--- config.mk ---
export PLATFORM = sky130hd
export DESIGN_NAME = scored_sector_cache_directory_flat
export DESIGN_NICKNAME = d
export VERILOG_FILES = /design/src/rtl/ssd_pkg.sv /design/src/rtl/ssd_req_if.sv /design/src/rtl/ssd_rsp_if.sv /design/src/rtl/ssd_ctrl.sv /design/src/rtl/ssd_dp.sv /design/src/rtl/scored_sector_cache_directory.sv /design/src/flat_wrapper.sv
export VERILOG_INCLUDE_DIRS = /design/src /design/src/rtl
export SDC_FILE = /design/constraint.sdc
export NUM_CORES = 2
export LEC_CHECK = 0
export ABC_AREA = 0
export BUFFER_PORTS_ARGS = -buffer_cell sky130_fd_sc_hd__buf_2
export CAP_MARGIN = 20
export CORE_ASPECT_RATIO = 1.1
export CORE_MARGIN = 2
export CORE_UTILIZATION = 29
export DETAILED_ROUTE_END_ITERATION = 10
export PLACE_DENSITY = 0.45
export SYNTH_ARGS = -nofsm -noshare
export SYNTH_HDL_FRONTEND = slang
export SYNTH_SLANG_ARGS = --single-unit
--- constraint.sdc ---
create_clock -name clk -period 16.9 [get_ports clk]
set_input_delay 1.69 -clock clk [delete_from_list [all_inputs] [get_ports clk]]
set_output_delay 1.69 -clock clk [all_outputs]
set_load 0.02 [all_outputs]
--- src/rtl/scored_sector_cache_directory_assert.svh ---
// Assertion macros for the scored sector cache directory.
// Each macro checks one implication on the rising clock edge, outside reset.
`ifndef SCORED_SECTOR_CACHE_DIRECTORY_ASSERT_SVH
`define SCORED_SECTOR_CACHE_DIRECTORY_ASSERT_SVH

// Same-cycle implication
`define SSD_ASSERT_IMPL(label, ante, cons, msg) \
    label: assert property (@(posedge clk) disable iff (!rst_n) (ante) |-> (cons)) \
        else $error(msg);

// Next-cycle implication
`define SSD_ASSERT_NEXT(label, ante, cons, msg) \
    label: assert property (@(posedge clk) disable iff (!rst_n) (ante) |=> (cons)) \
        else $error(msg);

`endif

--- src/rtl/ssd_pkg.sv ---
`timescale 1ns / 1ps
// ----------------------------------------------------------------------------
// ssd_pkg
// Shared constants, codes and types of the scored sector cache directory.
// ----------------------------------------------------------------------------
package ssd_pkg;

    localparam int SLOTS_DEF  = 64;
    localparam int SEC_W      = 32;
    localparam int CNT_W      = 6;
    localparam int OP_W       = 2;
    localparam int SLOT_OUT_W = 6;
    localparam int CFG_IDX_W  = 2;
    localparam int CFG_W      = 6;
    localparam int SCORE_W    = 13;

    localparam logic [CNT_W-1:0] COUNT_MAX = 6'd63;

    // Opcodes
    localparam logic [OP_W-1:0] OP_READ   = 2'd0;
    localparam logic [OP_W-1:0] OP_WRITE  = 2'd1;
    localparam logic [OP_W-1:0] OP_REMOVE = 2'd2;
    localparam logic [OP_W-1:0] OP_FLUSH  = 2'd3;

    // Register indexes
    localparam logic [CFG_IDX_W-1:0] CFG_INIT_COUNT   = 2'd0;
    localparam logic [CFG_IDX_W-1:0] CFG_ACCESS_WEIGHT = 2'd1;
    localparam logic [CFG_IDX_W-1:0] CFG_DIRTY_WEIGHT = 2'd2;
    localparam logic [CFG_IDX_W-1:0] CFG_META_WEIGHT  = 2'd3;

    // Register reset values
    localparam logic [CFG_W-1:0] INIT_COUNT_RST    = 6'd5;
    localparam logic [CFG_W-1:0] ACCESS_WEIGHT_RST = 6'd5;
    localparam logic [CFG_W-1:0] DIRTY_WEIGHT_RST  = 6'd1;
    localparam logic [CFG_W-1:0] META_WEIGHT_RST   = 6'd32;

    // Controller to datapath commands
    typedef struct packed {
        logic latch;
        logic rd_en;
        logic lookup_step;
        logic evict_step;
        logic flush_emit;
        logic flush_empty;
        logic finish;
    } ssd_cmd_t;

    // Datapath to controller status
    typedef struct packed {
        logic [OP_W-1:0] op;
        logic            found;
        logic            full;
        logic            proc_valid;
        logic            any_valid;
        logic            out_free;
    } ssd_sts_t;

endpackage

--- src/rtl/ssd_req_if.sv ---
`timescale 1ns / 1ps
// ----------------------------------------------------------------------------
// ssd_req_if
// Request channel: opcode, sector and metadata flag with valid/ready.
// ----------------------------------------------------------------------------
interface ssd_req_if;
    logic                        valid;
    logic                        ready;
    logic [ssd_pkg::OP_W-1:0]    opcode;
    logic [ssd_pkg::SEC_W-1:0]   sector;
    logic                        meta_read;

    modport source (output valid, opcode, sector, meta_read, input ready);
    modport sink   (input valid, opcode, sector, meta_read, output ready);
endinterface

--- src/rtl/ssd_rsp_if.sv ---
`timescale 1ns / 1ps
// ----------------------------------------------------------------------------
// ssd_rsp_if
// Result channel: hit, slot, writeback and fill flags with valid/ready.
// ----------------------------------------------------------------------------
interface ssd_rsp_if;
    logic                            valid;
    logic                            ready;
    logic                            hit;
    logic [ssd_pkg::SLOT_OUT_W-1:0]  slot;
    logic                            writeback_valid;
    logic [ssd_pkg::SEC_W-1:0]       writeback_sector;
    logic                            fill_needed;
    logic                            last;

    modport source (output valid, hit, slot, writeback_valid, writeback_sector,
                    fill_needed, last, input ready);
    modport sink   (input valid, hit, slot, writeback_valid, writeback_sector,
                    fill_needed, last, output ready);
endinterface

--- src/rtl/ssd_ctrl.sv ---
`timescale 1ns / 1ps
// ----------------------------------------------------------------------------
// ssd_ctrl
// Sequencer: walks the slot memory for lookup, eviction and flush passes.
// ----------------------------------------------------------------------------
module ssd_ctrl #(
    parameter int SLOTS = ssd_pkg::SLOTS_DEF,
    localparam int SLOT_W = $clog2(SLOTS),
    localparam int CW = $clog2(SLOTS + 1)
) (
    input  logic              clk,
    input  logic              rst_n,
    input  logic              req_valid,
    output logic              req_ready,
    input  ssd_pkg::ssd_sts_t sts,
    output ssd_pkg::ssd_cmd_t cmd,
    output logic [SLOT_W-1:0] rd_addr,
    output logic [SLOT_W-1:0] proc_addr
);

    localparam logic [2:0] S_IDLE     = 3'd0;
    localparam logic [2:0] S_LOOK     = 3'd1;
    localparam logic [2:0] S_EVICT    = 3'd2;
    localparam logic [2:0] S_FIN      = 3'd3;
    localparam logic [2:0] S_FL_RD    = 3'd4;
    localparam logic [2:0] S_FL_CHK   = 3'd5;
    localparam logic [2:0] S_FL_EMPTY = 3'd6;

    localparam logic [CW-1:0] END_C = CW'(SLOTS);

    logic [2:0]        state_reg, state_next;
    logic [CW-1:0]     cnt_reg, cnt_next;
    logic              pend_reg, pend_next;
    logic [SLOT_W-1:0] paddr_reg, paddr_next;
    logic              more;
    logic              scan_done;

    assign more      = (cnt_reg != END_C);
    assign scan_done = !pend_reg && !more;
    assign rd_addr   = cnt_reg[SLOT_W-1:0];
    assign proc_addr = paddr_reg;
    assign req_ready = (state_reg == S_IDLE);

    // Next state and commands
    always_comb
    begin
        state_next = state_reg;
        cnt_next   = cnt_reg;
        pend_next  = pend_reg;
        paddr_next = paddr_reg;
        cmd        = '0;
        unique case (state_reg) inside
            S_IDLE:
            begin
                if (req_valid)
                begin
                    cmd.latch  = 1'b1;
                    cnt_next   = '0;
                    pend_next  = 1'b0;
                    state_next = S_LOOK;
                end
            end
            S_LOOK, S_EVICT:
            begin
                cmd.lookup_step = pend_reg && (state_reg == S_LOOK);
                cmd.evict_step  = pend_reg && (state_reg == S_EVICT);
                cmd.rd_en       = more;
                pend_next       = more;
                paddr_next      = cnt_reg[SLOT_W-1:0];
                if (more)
                begin
                    cnt_next = cnt_reg + CW'(1);
                end
                if (scan_done)
                begin
                    cnt_next = '0;
                    if (state_reg == S_EVICT)
                    begin
                        state_next = S_FIN;
                    end
                    else if (sts.op == ssd_pkg::OP_FLUSH)
                    begin
                        state_next = S_FL_RD;
                    end
                    else if (sts.op != ssd_pkg::OP_REMOVE && !sts.found && sts.full)
                    begin
                        state_next = S_EVICT;
                    end
                    else
                    begin
                        state_next = S_FIN;
                    end
                end
            end
            S_FIN:
            begin
                if (sts.out_free)
                begin
                    cmd.finish = 1'b1;
                    state_next = S_IDLE;
                end
            end
            S_FL_RD:
            begin
                if (!more)
                begin
                    state_next = sts.any_valid ? S_IDLE : S_FL_EMPTY;
                end
                else
                begin
                    cmd.rd_en  = 1'b1;
                    paddr_next = cnt_reg[SLOT_W-1:0];
                    state_next = S_FL_CHK;
                end
            end
            S_FL_CHK:
            begin
                // skip empty slots, emit occupied ones when the output frees up
                if (!sts.proc_valid)
                begin
                    cnt_next   = cnt_reg + CW'(1);
                    state_next = S_FL_RD;
                end
                else if (sts.out_free)
                begin
                    cmd.flush_emit = 1'b1;
                    cnt_next       = cnt_reg + CW'(1);
                    state_next     = S_FL_RD;
                end
            end
            S_FL_EMPTY:
            begin
                if (sts.out_free)
                begin
                    cmd.flush_empty = 1'b1;
                    state_next      = S_IDLE;
                end
            end
            default:
            begin
                state_next = S_IDLE;
            end
        endcase
    end

    // Hold control state
    always_ff @(posedge clk or negedge rst_n)
    begin
        if (!rst_n)
        begin
            state_reg <= S_IDLE;
            cnt_reg   <= '0;
            pend_reg  <= 1'b0;
            paddr_reg <= '0;
        end
        else
        begin
            state_reg <= state_next;
            cnt_reg   <= cnt_next;
            pend_reg  <= pend_next;
            paddr_reg <= paddr_next;
        end
    end

endmodule

--- src/rtl/ssd_dp.sv ---
`timescale 1ns / 1ps
// ----------------------------------------------------------------------------
// ssd_dp
// Datapath: slot memory, valid bits, scan trackers, scoring and result register.
// ----------------------------------------------------------------------------
module ssd_dp #(
    parameter int SLOTS = ssd_pkg::SLOTS_DEF,
    localparam int SLOT_W = $clog2(SLOTS),
    localparam int CW = $clog2(SLOTS + 1)
) (
    input  logic                               clk,
    input  logic                               rst_n,
    input  logic                               cfg_write_en,
    input  logic [ssd_pkg::CFG_IDX_W-1:0]      cfg_index,
    input  logic [ssd_pkg::CFG_W-1:0]          cfg_data,
    input  logic [ssd_pkg::OP_W-1:0]           in_opcode,
    input  logic [ssd_pkg::SEC_W-1:0]          in_sector,
    input  logic                               in_meta_read,
    input  ssd_pkg::ssd_cmd_t                  cmd,
    input  logic [SLOT_W-1:0]                  rd_addr,
    input  logic [SLOT_W-1:0]                  proc_addr,
    output ssd_pkg::ssd_sts_t                  sts,
    input  logic                               out_ready,
    output logic                               out_valid,
    output logic                               out_hit,
    output logic [ssd_pkg::SLOT_OUT_W-1:0]     out_slot,
    output logic                               out_writeback_valid,
    output logic [ssd_pkg::SEC_W-1:0]          out_writeback_sector,
    output logic                               out_fill_needed,
    output logic                               out_last
);

    localparam int EW = ssd_pkg::SEC_W + ssd_pkg::CNT_W + 2;
    localparam int SW = ssd_pkg::SCORE_W;

    typedef struct packed {
        logic [ssd_pkg::SEC_W-1:0] sector;
        logic [ssd_pkg::CNT_W-1:0] count;
        logic                      dirty;
        logic                      meta;
    } entry_t;

    typedef struct packed {
        logic                           hit;
        logic [ssd_pkg::SLOT_OUT_W-1:0] slot;
        logic                           wbv;
        logic [ssd_pkg::SEC_W-1:0]      wbs;
        logic                           fill;
        logic                           last;
    } result_t;

    function automatic logic [ssd_pkg::CNT_W-1:0] bump(input logic [ssd_pkg::CNT_W-1:0] c);
        bump = (c < ssd_pkg::COUNT_MAX) ? c + ssd_pkg::CNT_W'(1) : c;
    endfunction

    // Configuration
    logic [ssd_pkg::CFG_W-1:0] init_reg, aw_reg, dw_reg, mw_reg;

    // Item
    logic [ssd_pkg::OP_W-1:0]  op_reg;
    logic [ssd_pkg::SEC_W-1:0] sec_reg;
    logic                      meta_in_reg;

    // Slot state
    logic [EW-1:0]     mem [SLOTS];
    entry_t            rd_reg;
    logic [SLOTS-1:0]  valid_reg;
    logic [CW-1:0]     occ_reg;

    // Trackers
    logic              found_reg, free_found_reg, any_reg, have_reg;
    logic [SLOT_W-1:0] found_idx_reg, free_idx_reg, last_idx_reg, victim_idx_reg;
    entry_t            found_ent_reg;
    logic [SW-1:0]     best_reg;
    logic [ssd_pkg::SEC_W-1:0] victim_sec_reg;

    // Result register
    logic    out_valid_reg;
    result_t out_reg;

    logic              pv;
    logic              full;
    logic [SW-1:0]     score;
    logic              wr_en;
    logic [SLOT_W-1:0] wr_addr;
    entry_t            wr_data;
    logic              out_load;
    result_t           out_next;
    logic [SLOT_W-1:0] target;
    logic              is_miss;

    assign pv      = valid_reg[proc_addr];
    assign full    = (occ_reg == CW'(SLOTS));
    assign target  = full ? victim_idx_reg : free_idx_reg;
    assign is_miss = (op_reg != ssd_pkg::OP_REMOVE) && !found_reg;

    assign score = SW'(rd_reg.count) * SW'(aw_reg)
                 + (rd_reg.dirty ? SW'(dw_reg) : SW'(0))
                 + (rd_reg.meta ? SW'(mw_reg) : SW'(0));

    assign sts.op         = op_reg;
    assign sts.found      = found_reg;
    assign sts.full       = full;
    assign sts.proc_valid = pv;
    assign sts.any_valid  = any_reg;
    assign sts.out_free   = !out_valid_reg || out_ready;

    // Configuration writes
    always_ff @(posedge clk or negedge rst_n)
    begin
        if (!rst_n)
        begin
            init_reg <= ssd_pkg::INIT_COUNT_RST;
            aw_reg   <= ssd_pkg::ACCESS_WEIGHT_RST;
            dw_reg   <= ssd_pkg::DIRTY_WEIGHT_RST;
            mw_reg   <= ssd_pkg::META_WEIGHT_RST;
        end
        else if (cfg_write_en)
        begin
            unique case (cfg_index)
                ssd_pkg::CFG_INIT_COUNT:    init_reg <= cfg_data;
                ssd_pkg::CFG_ACCESS_WEIGHT: aw_reg   <= cfg_data;
                ssd_pkg::CFG_DIRTY_WEIGHT:  dw_reg   <= cfg_data;
                ssd_pkg::CFG_META_WEIGHT:   mw_reg   <= cfg_data;
                default:                    init_reg <= init_reg;
            endcase
        end
    end

    // Latch the item
    always_ff @(posedge clk)
    begin
        if (cmd.latch)
        begin
            op_reg      <= in_opcode;
            sec_reg     <= in_sector;
            meta_in_reg <= in_meta_read;
        end
    end

    // Pick the memory write: age, clear dirty, or install/update
    always_comb
    begin
        wr_en   = 1'b0;
        wr_addr = proc_addr;
        wr_data = rd_reg;
        if (cmd.evict_step && pv)
        begin
            wr_en         = 1'b1;
            wr_data.count = (rd_reg.count != '0) ? rd_reg.count - ssd_pkg::CNT_W'(1) : '0;
        end
        else if (cmd.flush_emit)
        begin
            wr_en         = 1'b1;
            wr_data.dirty = 1'b0;
        end
        else if (cmd.finish && op_reg != ssd_pkg::OP_REMOVE)
        begin
            wr_en = 1'b1;
            if (found_reg)
            begin
                wr_addr       = found_idx_reg;
                wr_data       = found_ent_reg;
                wr_data.count = bump(found_ent_reg.count);
                wr_data.dirty = found_ent_reg.dirty || (op_reg == ssd_pkg::OP_WRITE);
            end
            else
            begin
                wr_addr        = target;
                wr_data.sector = sec_reg;
                wr_data.count  = bump(init_reg);
                wr_data.dirty  = 1'b0;
                wr_data.meta   = (op_reg == ssd_pkg::OP_READ) && meta_in_reg;
            end
        end
    end

    // Slot memory
    always_ff @(posedge clk)
    begin
        if (wr_en)
        begin
            mem[wr_addr] <= wr_data;
        end
        if (cmd.rd_en)
        begin
            rd_reg <= mem[rd_addr];
        end
    end

    // Valid bits and occupancy
    always_ff @(posedge clk or negedge rst_n)
    begin
        if (!rst_n)
        begin
            valid_reg <= '0;
            occ_reg   <= '0;
        end
        else if (cmd.finish)
        begin
            if (op_reg == ssd_pkg::OP_REMOVE && found_reg)
            begin
                valid_reg[found_idx_reg] <= 1'b0;
                occ_reg                  <= occ_reg - CW'(1);
            end
            else if (is_miss)
            begin
                valid_reg[target] <= 1'b1;
                if (!full)
                begin
                    occ_reg <= occ_reg + CW'(1);
                end
            end
        end
    end

    // Scan trackers: match, first free, last valid, lowest score
    always_ff @(posedge clk or negedge rst_n)
    begin
        if (!rst_n)
        begin
            found_reg      <= 1'b0;
            free_found_reg <= 1'b0;
            any_reg        <= 1'b0;
            have_reg       <= 1'b0;
        end
        else if (cmd.latch)
        begin
            found_reg      <= 1'b0;
            free_found_reg <= 1'b0;
            any_reg        <= 1'b0;
            have_reg       <= 1'b0;
        end
        else if (cmd.lookup_step)
        begin
            if (pv && !found_reg && rd_reg.sector == sec_reg)
            begin
                found_reg <= 1'b1;
            end
            if (!pv && !free_found_reg)
            begin
                free_found_reg <= 1'b1;
            end
            if (pv)
            begin
                any_reg <= 1'b1;
            end
        end
        else if (cmd.evict_step && pv && (!have_reg || score < best_reg))
        begin
            have_reg <= 1'b1;
        end
    end

    // Tracker payload
    always_ff @(posedge clk)
    begin
        if (cmd.lookup_step)
        begin
            if (pv && !found_reg && rd_reg.sector == sec_reg)
            begin
                found_idx_reg <= proc_addr;
                found_ent_reg <= rd_reg;
            end
            if (!pv && !free_found_reg)
            begin
                free_idx_reg <= proc_addr;
            end
            if (pv)
            begin
                last_idx_reg <= proc_addr;
            end
        end
        if (cmd.evict_step && pv && (!have_reg || score < best_reg))
        begin
            best_reg       <= score;
            victim_idx_reg <= proc_addr;
            victim_sec_reg <= rd_reg.sector;
        end
    end

    // Build the next result
    always_comb
    begin
        out_load = 1'b0;
        out_next = '0;
        if (cmd.flush_emit)
        begin
            out_load      = 1'b1;
            out_next.slot = ssd_pkg::SLOT_OUT_W'(proc_addr);
            out_next.wbv  = 1'b1;
            out_next.wbs  = rd_reg.sector;
            out_next.last = (proc_addr == last_idx_reg);
        end
        else if (cmd.flush_empty)
        begin
            out_load      = 1'b1;
            out_next.last = 1'b1;
        end
        else if (cmd.finish)
        begin
            out_load      = 1'b1;
            out_next.last = 1'b1;
            if (found_reg)
            begin
                out_next.hit  = 1'b1;
                out_next.slot = ssd_pkg::SLOT_OUT_W'(found_idx_reg);
            end
            else if (is_miss)
            begin
                out_next.slot = ssd_pkg::SLOT_OUT_W'(target);
                out_next.wbv  = full;
                out_next.wbs  = full ? victim_sec_reg : '0;
                out_next.fill = 1'b1;
            end
        end
    end

    // Result register
    always_ff @(posedge clk or negedge rst_n)
    begin
        if (!rst_n)
        begin
            out_valid_reg <= 1'b0;
        end
        else if (out_load)
        begin
            out_valid_reg <= 1'b1;
        end
        else if (out_ready)
        begin
            out_valid_reg <= 1'b0;
        end
    end

    always_ff @(posedge clk)
    begin
        if (out_load)
        begin
            out_reg <= out_next;
        end
    end

    assign out_valid            = out_valid_reg;
    assign out_hit              = out_reg.hit;
    assign out_slot             = out_reg.slot;
    assign out_writeback_valid  = out_reg.wbv;
    assign out_writeback_sector = out_reg.wbs;
    assign out_fill_needed      = out_reg.fill;
    assign out_last             = out_reg.last;

endmodule

--- src/rtl/scored_sector_cache_directory.sv ---
`timescale 1ns / 1ps
// ----------------------------------------------------------------------------
// scored_sector_cache_directory
// Tag directory of a sector cache with weighted-frequency eviction and aging.
//
//   channel   dir  payload                                         items
//   req       in   opcode, sector, meta_read                       one per request
//   rsp       out  hit, slot, writeback_valid/_sector, fill, last  1..SLOTS per request
//   cfg       in   cfg_write_en, cfg_index, cfg_data               one register write
//
// Every request first walks all slots in the slot memory.
// Hits, free-slot misses and removes then finish once the result register is free.
// A miss in a full cache walks the memory again to score and age.
// A flush reads and then checks each slot in turn, and waits while rsp stalls.
// No clearing pass after reset; requests are taken as soon as rst_n rises.
// ----------------------------------------------------------------------------
module scored_sector_cache_directory #(
    parameter int SLOTS = ssd_pkg::SLOTS_DEF
) (
    input  logic                          clk,
    input  logic                          rst_n,
    input  logic                          cfg_write_en,
    input  logic [ssd_pkg::CFG_IDX_W-1:0] cfg_index,
    input  logic [ssd_pkg::CFG_W-1:0]     cfg_data,
    ssd_req_if.sink                       req,
    ssd_rsp_if.source                     rsp
);

    localparam int SLOT_W = $clog2(SLOTS);

    ssd_pkg::ssd_cmd_t cmd;
    ssd_pkg::ssd_sts_t sts;
    logic [SLOT_W-1:0] rd_addr;
    logic [SLOT_W-1:0] proc_addr;

    // Sequencer
    ssd_ctrl #(.SLOTS(SLOTS)) u_ctrl (
        .clk       (clk),
        .rst_n     (rst_n),
        .req_valid (req.valid),
        .req_ready (req.ready),
        .sts       (sts),
        .cmd       (cmd),
        .rd_addr   (rd_addr),
        .proc_addr (proc_addr)
    );

    // Datapath
    ssd_dp #(.SLOTS(SLOTS)) u_dp (
        .clk                  (clk),
        .rst_n                (rst_n),
        .cfg_write_en         (cfg_write_en),
        .cfg_index            (cfg_index),
        .cfg_data             (cfg_data),
        .in_opcode            (req.opcode),
        .in_sector            (req.sector),
        .in_meta_read         (req.meta_read),
        .cmd                  (cmd),
        .rd_addr              (rd_addr),
        .proc_addr            (proc_addr),
        .sts                  (sts),
        .out_ready            (rsp.ready),
        .out_valid            (rsp.valid),
        .out_hit              (rsp.hit),
        .out_slot             (rsp.slot),
        .out_writeback_valid  (rsp.writeback_valid),
        .out_writeback_sector (rsp.writeback_sector),
        .out_fill_needed      (rsp.fill_needed),
        .out_last             (rsp.last)
    );

`include "scored_sector_cache_directory_assert.svh"

    `SSD_ASSERT_NEXT(a_busy_after_accept, req.valid && req.ready, !req.ready, "ready after accept")
    `SSD_ASSERT_IMPL(a_finish_out_free, cmd.finish, sts.out_free, "result overwritten on finish")
    `SSD_ASSERT_IMPL(a_flush_valid_slot, cmd.flush_emit, sts.proc_valid, "flush of empty slot")
    `SSD_ASSERT_IMPL(a_evict_only_full, cmd.evict_step, sts.full, "eviction with free slots")

endmodule

--- src/flat_wrapper.sv ---
// flat-port wrapper written by rule: the top's interface ports become plain ports
module scored_sector_cache_directory_flat 
#(
    parameter int SLOTS = ssd_pkg::SLOTS_DEF
)
  (clk, rst_n, cfg_write_en, cfg_index, cfg_data, req_valid, req_opcode, req_sector, req_meta_read, req_ready, rsp_valid, rsp_hit, rsp_slot, rsp_writeback_valid, rsp_writeback_sector, rsp_fill_needed, rsp_last, rsp_ready);
  ssd_req_if req_i ();
  ssd_rsp_if rsp_i ();
  input  logic clk;
  input  logic rst_n;
  input  logic cfg_write_en;
  input  logic [ssd_pkg::CFG_IDX_W-1:0] cfg_index;
  input  logic [ssd_pkg::CFG_W-1:0] cfg_data;
  input wire logic [$bits(req_i.valid)-1:0] req_valid;
  input wire logic [$bits(req_i.opcode)-1:0] req_opcode;
  input wire logic [$bits(req_i.sector)-1:0] req_sector;
  input wire logic [$bits(req_i.meta_read)-1:0] req_meta_read;
  output wire logic [$bits(req_i.ready)-1:0] req_ready;
  output wire logic [$bits(rsp_i.valid)-1:0] rsp_valid;
  output wire logic [$bits(rsp_i.hit)-1:0] rsp_hit;
  output wire logic [$bits(rsp_i.slot)-1:0] rsp_slot;
  output wire logic [$bits(rsp_i.writeback_valid)-1:0] rsp_writeback_valid;
  output wire logic [$bits(rsp_i.writeback_sector)-1:0] rsp_writeback_sector;
  output wire logic [$bits(rsp_i.fill_needed)-1:0] rsp_fill_needed;
  output wire logic [$bits(rsp_i.last)-1:0] rsp_last;
  input wire logic [$bits(rsp_i.ready)-1:0] rsp_ready;
  assign req_i.valid = req_valid;
  assign req_i.opcode = req_opcode;
  assign req_i.sector = req_sector;
  assign req_i.meta_read = req_meta_read;
  assign req_ready = req_i.ready;
  assign rsp_valid = rsp_i.valid;
  assign rsp_hit = rsp_i.hit;
  assign rsp_slot = rsp_i.slot;
  assign rsp_writeback_valid = rsp_i.writeback_valid;
  assign rsp_writeback_sector = rsp_i.writeback_sector;
  assign rsp_fill_needed = rsp_i.fill_needed;
  assign rsp_last = rsp_i.last;
  assign rsp_i.ready = rsp_ready;
  scored_sector_cache_directory #(.SLOTS(SLOTS)) u_core (.clk(clk), .rst_n(rst_n), .cfg_write_en(cfg_write_en), .cfg_index(cfg_index), .cfg_data(cfg_data), .req(req_i), .rsp(rsp_i));
endmodule
## After elaboration in Yosys (flattened, before gate mapping)

Memory sizes are Yosys's and may differ from the RTL's. A register that Yosys moved wholly into a read port is not among the register bits.
Cells that the tools add are included.

- Memories: 1
- Input bits: 48
- Logic and storage cells: 233
- ROM bits: 0
- Bits in latches: 0
- Memory bits (writable): 2560
- Register bits: 303
- Output and inout port bits: 44

- Reduce and logical (&&, ||, !) cells: 60
- Mux-type cells: 92
- Bitwise logic cells: 4
- Divide/modulo/power cells: 0
- Add/sub/neg operators: 8
- Multipliers: 1
- Shifts and indexed selects: 0
- Equality and inequality tests: 25
- Order comparisons: 8

Memory list:

| name | words | width | read ports | clocked after Yosys merged registers in | wr ports | RTL line | RTL |
|---|---|---|---|---|---|---|---|
| u_core.u_dp.mem | 64 | 40 | 1 | 1 | 1 | ssd_dp.sv:65 | `logic [EW-1:0] mem [SLOTS];` |

Operators by type and width:

| operator | count |
|---|---|
| two-way mux 40 bit | 4 |
| two-way mux 64 bit | 2 |
| two-way mux 6 bit | 13 |
| bitwise AND 64 bit | 1 |
| two-way mux 32 bit | 2 |
| NOT 64 bit | 1 |
| OR 64 bit | 1 |
| two-way mux 7 bit | 8 |
| two-way mux 41 bit | 1 |
| two-way mux 1 bit | 40 |
| two-way mux 39 bit | 1 |
| two-way mux 38 bit | 1 |
| two-way mux 34 bit | 1 |
| == test 32 bit | 1 |
| AND reduction 2 bit | 14 |
| two-way mux 3 bit | 9 |
| less-than comparator 6 x 7 -> 1 bit, second input constant | 3 |
| case mux 7 bit (3 select lines) | 1 |
| nonzero test 2 bit | 9 |
| logical AND 1 bit | 15 |
| case mux 3 bit (5 select lines) | 1 |
| adder 7 x 1 -> 7 bit, second input constant | 2 |
| adder 12 x 6 -> 13 bit | 1 |
| adder 13 x 6 -> 13 bit | 1 |
| other kinds (36) | 65 |

## Depth between registers and ports, before layout

- Depth after elaboration: 10
- Gate-level depth with buffers: 25

## Modules after synthesis

From an unflattened synthesis, not the netlist that was laid out.

- Cell total of the unflattened synthesis: 5169
- Area total of the unflattened synthesis: 114330.9 um2

By module, submodules not included:

| module | cells an instance | area each (um2) | sequential area each (um2) | times used |
|---|---|---|---|---|
| ssd_dp | 5050 | 113218.6 | 86170.1 | 1 |
| ssd_ctrl | 119 | 1112.3 | 425.4 | 1 |

## Worst setup path before layout

OpenSTA, ideal clock, no wires.

- Kind: reg2reg
- Start: register u_core.u_dp.rd_reg[6] (netlist name)
- End: register u_core.u_dp.best_reg[0], enable pin
- Period minus slack after synthesis: 8243 ps
- Buffers on the path: 1
- Arrival time: 7767 ps
- Cell stages (with the launch flop): 24
- Slack: 8657 ps
- Path through: edfxtp_1 -> clkbuf_1 -> and2_1 -> fa_1 -> inv_1 -> fa_1 -> inv_1 -> fa_1 -> inv_1 -> fa_1 -> inv_1 -> ha_1 -> o21ai_0 -> a21boi_0 -> o21ai_0 -> a21boi_0 -> o21ai_0 -> nor2b_1 -> o311ai_0 -> ha_1 -> and4_1 -> a221oi_1 -> o21ai_0 -> a21oi_1

- Cells in the longest elaborated chain, start to end: 6

Ends and longest elaborated chain:

| item | RTL line | RTL |
|---|---|---|
| multiplier 6 x 6 -> 12 bit | ssd_dp.sv:97 | `assign score = SW'(rd_reg.count) * SW'(aw_reg)` |
| adder 12 x 6 -> 13 bit | ssd_dp.sv:98 | `+ (rd_reg.dirty ? SW'(dw_reg) : SW'(0))` |
| adder 13 x 6 -> 13 bit | ssd_dp.sv:99 | `+ (rd_reg.meta ? SW'(mw_reg) : SW'(0));` |
| named net u_core.u_dp.score[12] | ssd_dp.sv:83 | `logic [SW-1:0] score;` |
| less-than comparator 13 bit | ssd_dp.sv:274 | `if (cmd.evict_step && pv && (!have_reg \|\| score < best_reg))` |
| logical OR 1 bit | ssd_dp.sv:274 |  |
| logical AND 1 bit | ssd_dp.sv:274 |  |
| end signal: assignment | ssd_dp.sv:276 | `best_reg <= score;` |
| end: declaration | ssd_dp.sv:74 | `logic [SW-1:0] best_reg;` |

The timed path passes the listed nets, and every way through them passes these cells.
A chain may end at the register's enable or synchronous reset.

## Worst setup path after layout

- Start: register u_core.u_dp.rd_reg[7] (netlist name)
- End: register u_core.u_dp.victim_sec_reg[3] (netlist bit), enable pin

- Cells in the longest elaborated chain, start to end: 6

Ends and longest elaborated chain:

| item | RTL line | RTL |
|---|---|---|
| multiplier 6 x 6 -> 12 bit | ssd_dp.sv:97 |  |
| adder 12 x 6 -> 13 bit | ssd_dp.sv:98 |  |
| adder 13 x 6 -> 13 bit | ssd_dp.sv:99 |  |
| named net u_core.u_dp.score[12] | ssd_dp.sv:83 |  |
| less-than comparator 13 bit | ssd_dp.sv:274 |  |
| logical OR 1 bit | ssd_dp.sv:274 |  |
| logical AND 1 bit | ssd_dp.sv:274 |  |
| end signal: assignment | ssd_dp.sv:278 | `victim_sec_reg <= rd_reg.sector;` |
| end: declaration | ssd_dp.sv:75 | `logic [ssd_pkg::SEC_W-1:0] victim_sec_reg;` |

The timed path passes the listed nets, and every way through them passes these cells.

==> metrics.txt <==
status=complete, but fails checks; failing checks=design-rule violations; CP max-delay cell=buf_4; CP max stage delay=710 ps; Post-Syn Area per Cell=~22 µm²; synth unique cells=74; first-pass GRT wire length=485,000 µm; GRT overflow=0; crit path cell chain=and2_1, fa_1, inv_1, fa_1, inv_1, fa_1, inv_1, fa_1, inv_1, ha_1, o21ai_0, a21boi_0, o21ai_0, a21boi_0, o21ai_0, nor2b_1, o311ai_0, ha_1, and4_1, a221oi_1, o21ai_0, a21oi_4, buf_4; Clk pin slew, worst setup/hold paths=60 ps; GR peak layer=met2; post-synthesis sequential area ratio=0.760; antenna violations before repair=28; via density per instance=5.12; total track usage=0.175; Fin. Hold Viols=0; EDFF count, synth=2,786; Worst-Margin Slew=roughly 1200 ps; GRT met2 Usage=0.283; die width=602 µm; Slew Limit Fails=0; number of fill cells in the layout=36,748; largest net degree at the start of global routing=roughly 120; clock buffer depth=4; Die Height=~660 µm; register bit total from synthesis=roughly 2,900; CTS tree=built; RSZ-0062 raised after global routing=no; top-level port count=92; Slew headroom=0.231; CP Buf/Inv Count=5; post-route ant nets=0; ys async rst share=0.0403; CP max FO=51; I/O Buffers=91; number of max-cap violations=0; CORE AREA=391,000 µm²; cell area after synthesis=114,000 µm²; die area=398,000 µm²; Final Non-Filler Cells=approximately 11,000; Worst-Skew Late Latency=940 ps; Final Setup Violations=0; hold buffer count at cts=0; # clock sinks=2,903; Initial Utilization=0.291; Crit. End Element=register; Area growth syn-to-layout=16.4%; Post-Synthesis Cells=5,079; Hold Crit Class=register to register; post-DR wirelength/cell=32.3 µm; Placed Instances=around 10,000; Top FF cell, synth=edfxtp_1; overall power=21.1 mW; CTS H-Tree Depth=5; fmax=135 MHz; period utilisation layout=0.438; post-CTS resize count=0; Post-CTS Setup Bufs=0; DRC viols=16; startpoint types=register; Root Buffer=clkbuf_16; power per cell area=159 nW/µm²; cell family with most CP delay=adder cells; post-synth net total=5,213; Detailed Place HPWL=around 200,000 µm; LEAKAGE=39.9 nW; max reg flops=about 2,600; DR iter-0 viols=a little over 7,000; vias in the first global route=57,343; vias=55,903; grt met1 use=0.247; fin util=0.339; CP Class=register to register; Final nets=around 5,600; Syn. warnings=0; Setup TNS=0 ps; DR pass1 iterations=10; worst path required time=17,450 ps; Routed WL=353,000 µm; Fin Clk Skew=49.5 ps; VDD IR max=roughly 0.13 mV; critical path arrival=~7900 ps; met3 GRT Util=0.0269; layout cells sized above 1=0.308; GP Congestion=around 0.80; CTS buffer count=321; row count=241; Final min period=7400 ps
cell usage after synthesis (all sizes together) (3+ instances only):
cell type	instances	area [µm²]
dfrtp	111	2780
o21a	3	22.5
mux2	37	417
o211ai	4	30.0
and3	15	93.8
nor2b	15	93.8
nand3	20	100
nor2	131	492
a22o	51	447
nor3b	4	30.0
or2	3	21.3
xnor2	20	175
edfxtp	2786	83700
nor4	11	68.8
a21oi	100	504
o31ai	7	52.6
mux2i	59	591
a21o	11	82.6
inv	84	315
ha	58	726
a211oi	5	37.5
a31oi	17	106
nand2b	18	113
mux4	853	19200
xor2	35	307
o311ai	3	26.3
and2	45	282
o21ai	75	375
nor3	28	145
nand4	8	50.1
nand2	125	469
dfstp	6	158
a32o	4	40.0
fa	28	561
buf	70	299
nand3b	6	45.0
nor4b	5	43.8
clkbuf	181	681
a2111oi	4	53.8
routing by layer:
layer,vias to the layer above,wire length [µm],share of wire
met2,1919,168000,0.48
li1,22207,-,-
met4,0,8530,0.024
met3,428,21500,0.061
met5,-,0,0
met1,31349,155000,0.44
stage by stage:
stage,hold WS [ps],area (µm²),setup slack [ps]
finish,473,133000,9500
global route,488,133000,9150
CTS,477,133000,9550
detailed placement,462,123000,9540
global placement,456,123000,9530
floorplan,424,114000,8660
worst reg2reg max path: cells and delay by family, from the launching register on:
family / cells / cell delay [ps]
DFF: 1 / 510
adders and majority gates: 6 / 2670
AOI/OAI and AO/OA: 9 / 2050
buffers and inverters: 5 / 910
and+or+nand+nor: 3 / 630
report_power, final:
group | internal [mW] | total (mW) | switching, mW | leakage [nW]
Sequential | 9.03 | 9.27 | 0.234 | 25.7
Combinational | 2.03 | 5.04 | 3.00 | 9.22
Clock | 3.90 | 6.80 | 2.89 | 4.89
Total | 15.0 | 21.1 | 6.13 | 39.9
cells in the final DEF, fill, tap and decap left out, types with 28 or more instances in the layout:
cell type / n
edfxtp_1: 2786
mux4_2: 850
dfrtp_1: 104
a22o_1: 51
inv_1: 82
nor2_4: 65
nor2_1: 66
buf_2: 90
clkbuf_1: 75
o21ai_4: 36
xor2_1: 35
o21ai_0: 39
nand2_1: 124
fa_1: 28
and2_1: 44
ha_1: 58
a21oi_1: 96
clkinv_2: 51
mux2i_1: 59
clkbuf_16: 329
mux2_2: 37
clkinv_1: 66
buf_4: 201
cell families (layout without fill, tap and decap cells):
| group | count (synthesis) | in the layout | synth area share |
|---|---|---|---|
| fa+ha+maj | 86 | 86 | 0.0113 |
| flops | 2903 | 2903 | 0.760 |
| other cells | 0 | 4 | 0 |
| simple gates | 441 | 441 | 0.0185 |
| buf+inv | 336 | 957 | 0.0114 |
| compound gates | 309 | 309 | 0.0175 |
| xor+xnor | 55 | 55 | 0.00423 |
| mux | 949 | 949 | 0.177 |
cell type report:
type / count / area (µm²) / share of cell area
sequential: 2903 / 86600 / 0.653
clock buffer: 405 / 8530 / 0.0643
clock inverter: 169 / 1520 / 0.0114
timing repair buffer: 298 / 2100 / 0.0158
tap: 5224 / 6540 / 0.0493
inverter: 85 / 319 / 0.00240
multi-input combinational: 1840 / 27100 / 0.204
antenna: 4 / 10.0 / 0.0000754
final timing paths:
path | startpoint | slack [ps] | end | cells after the start
setup / recovery | u_core.u_dp.rd_reg[7] | 9500 | u_core.u_dp.victim_sec_reg[3] | 23
min in group asynchronous | rst_n | 880 | u_core.u_dp.out_valid | 1
hold / removal | u_core.u_dp.occ_reg[6] | 470 | u_core.u_dp.occ_reg[6] | 1
setup reg to reg | u_core.u_dp.rd_reg[7] | 9500 | u_core.u_dp.victim_sec_reg[3] | 23
hold reg to reg | u_core.u_dp.occ_reg[6] | 470 | u_core.u_dp.occ_reg[6] | 1
max in group asynchronous | rst_n | 14650 | u_core.u_dp.occ_reg[5] | 2
Power figures use the tool's default switching activity.
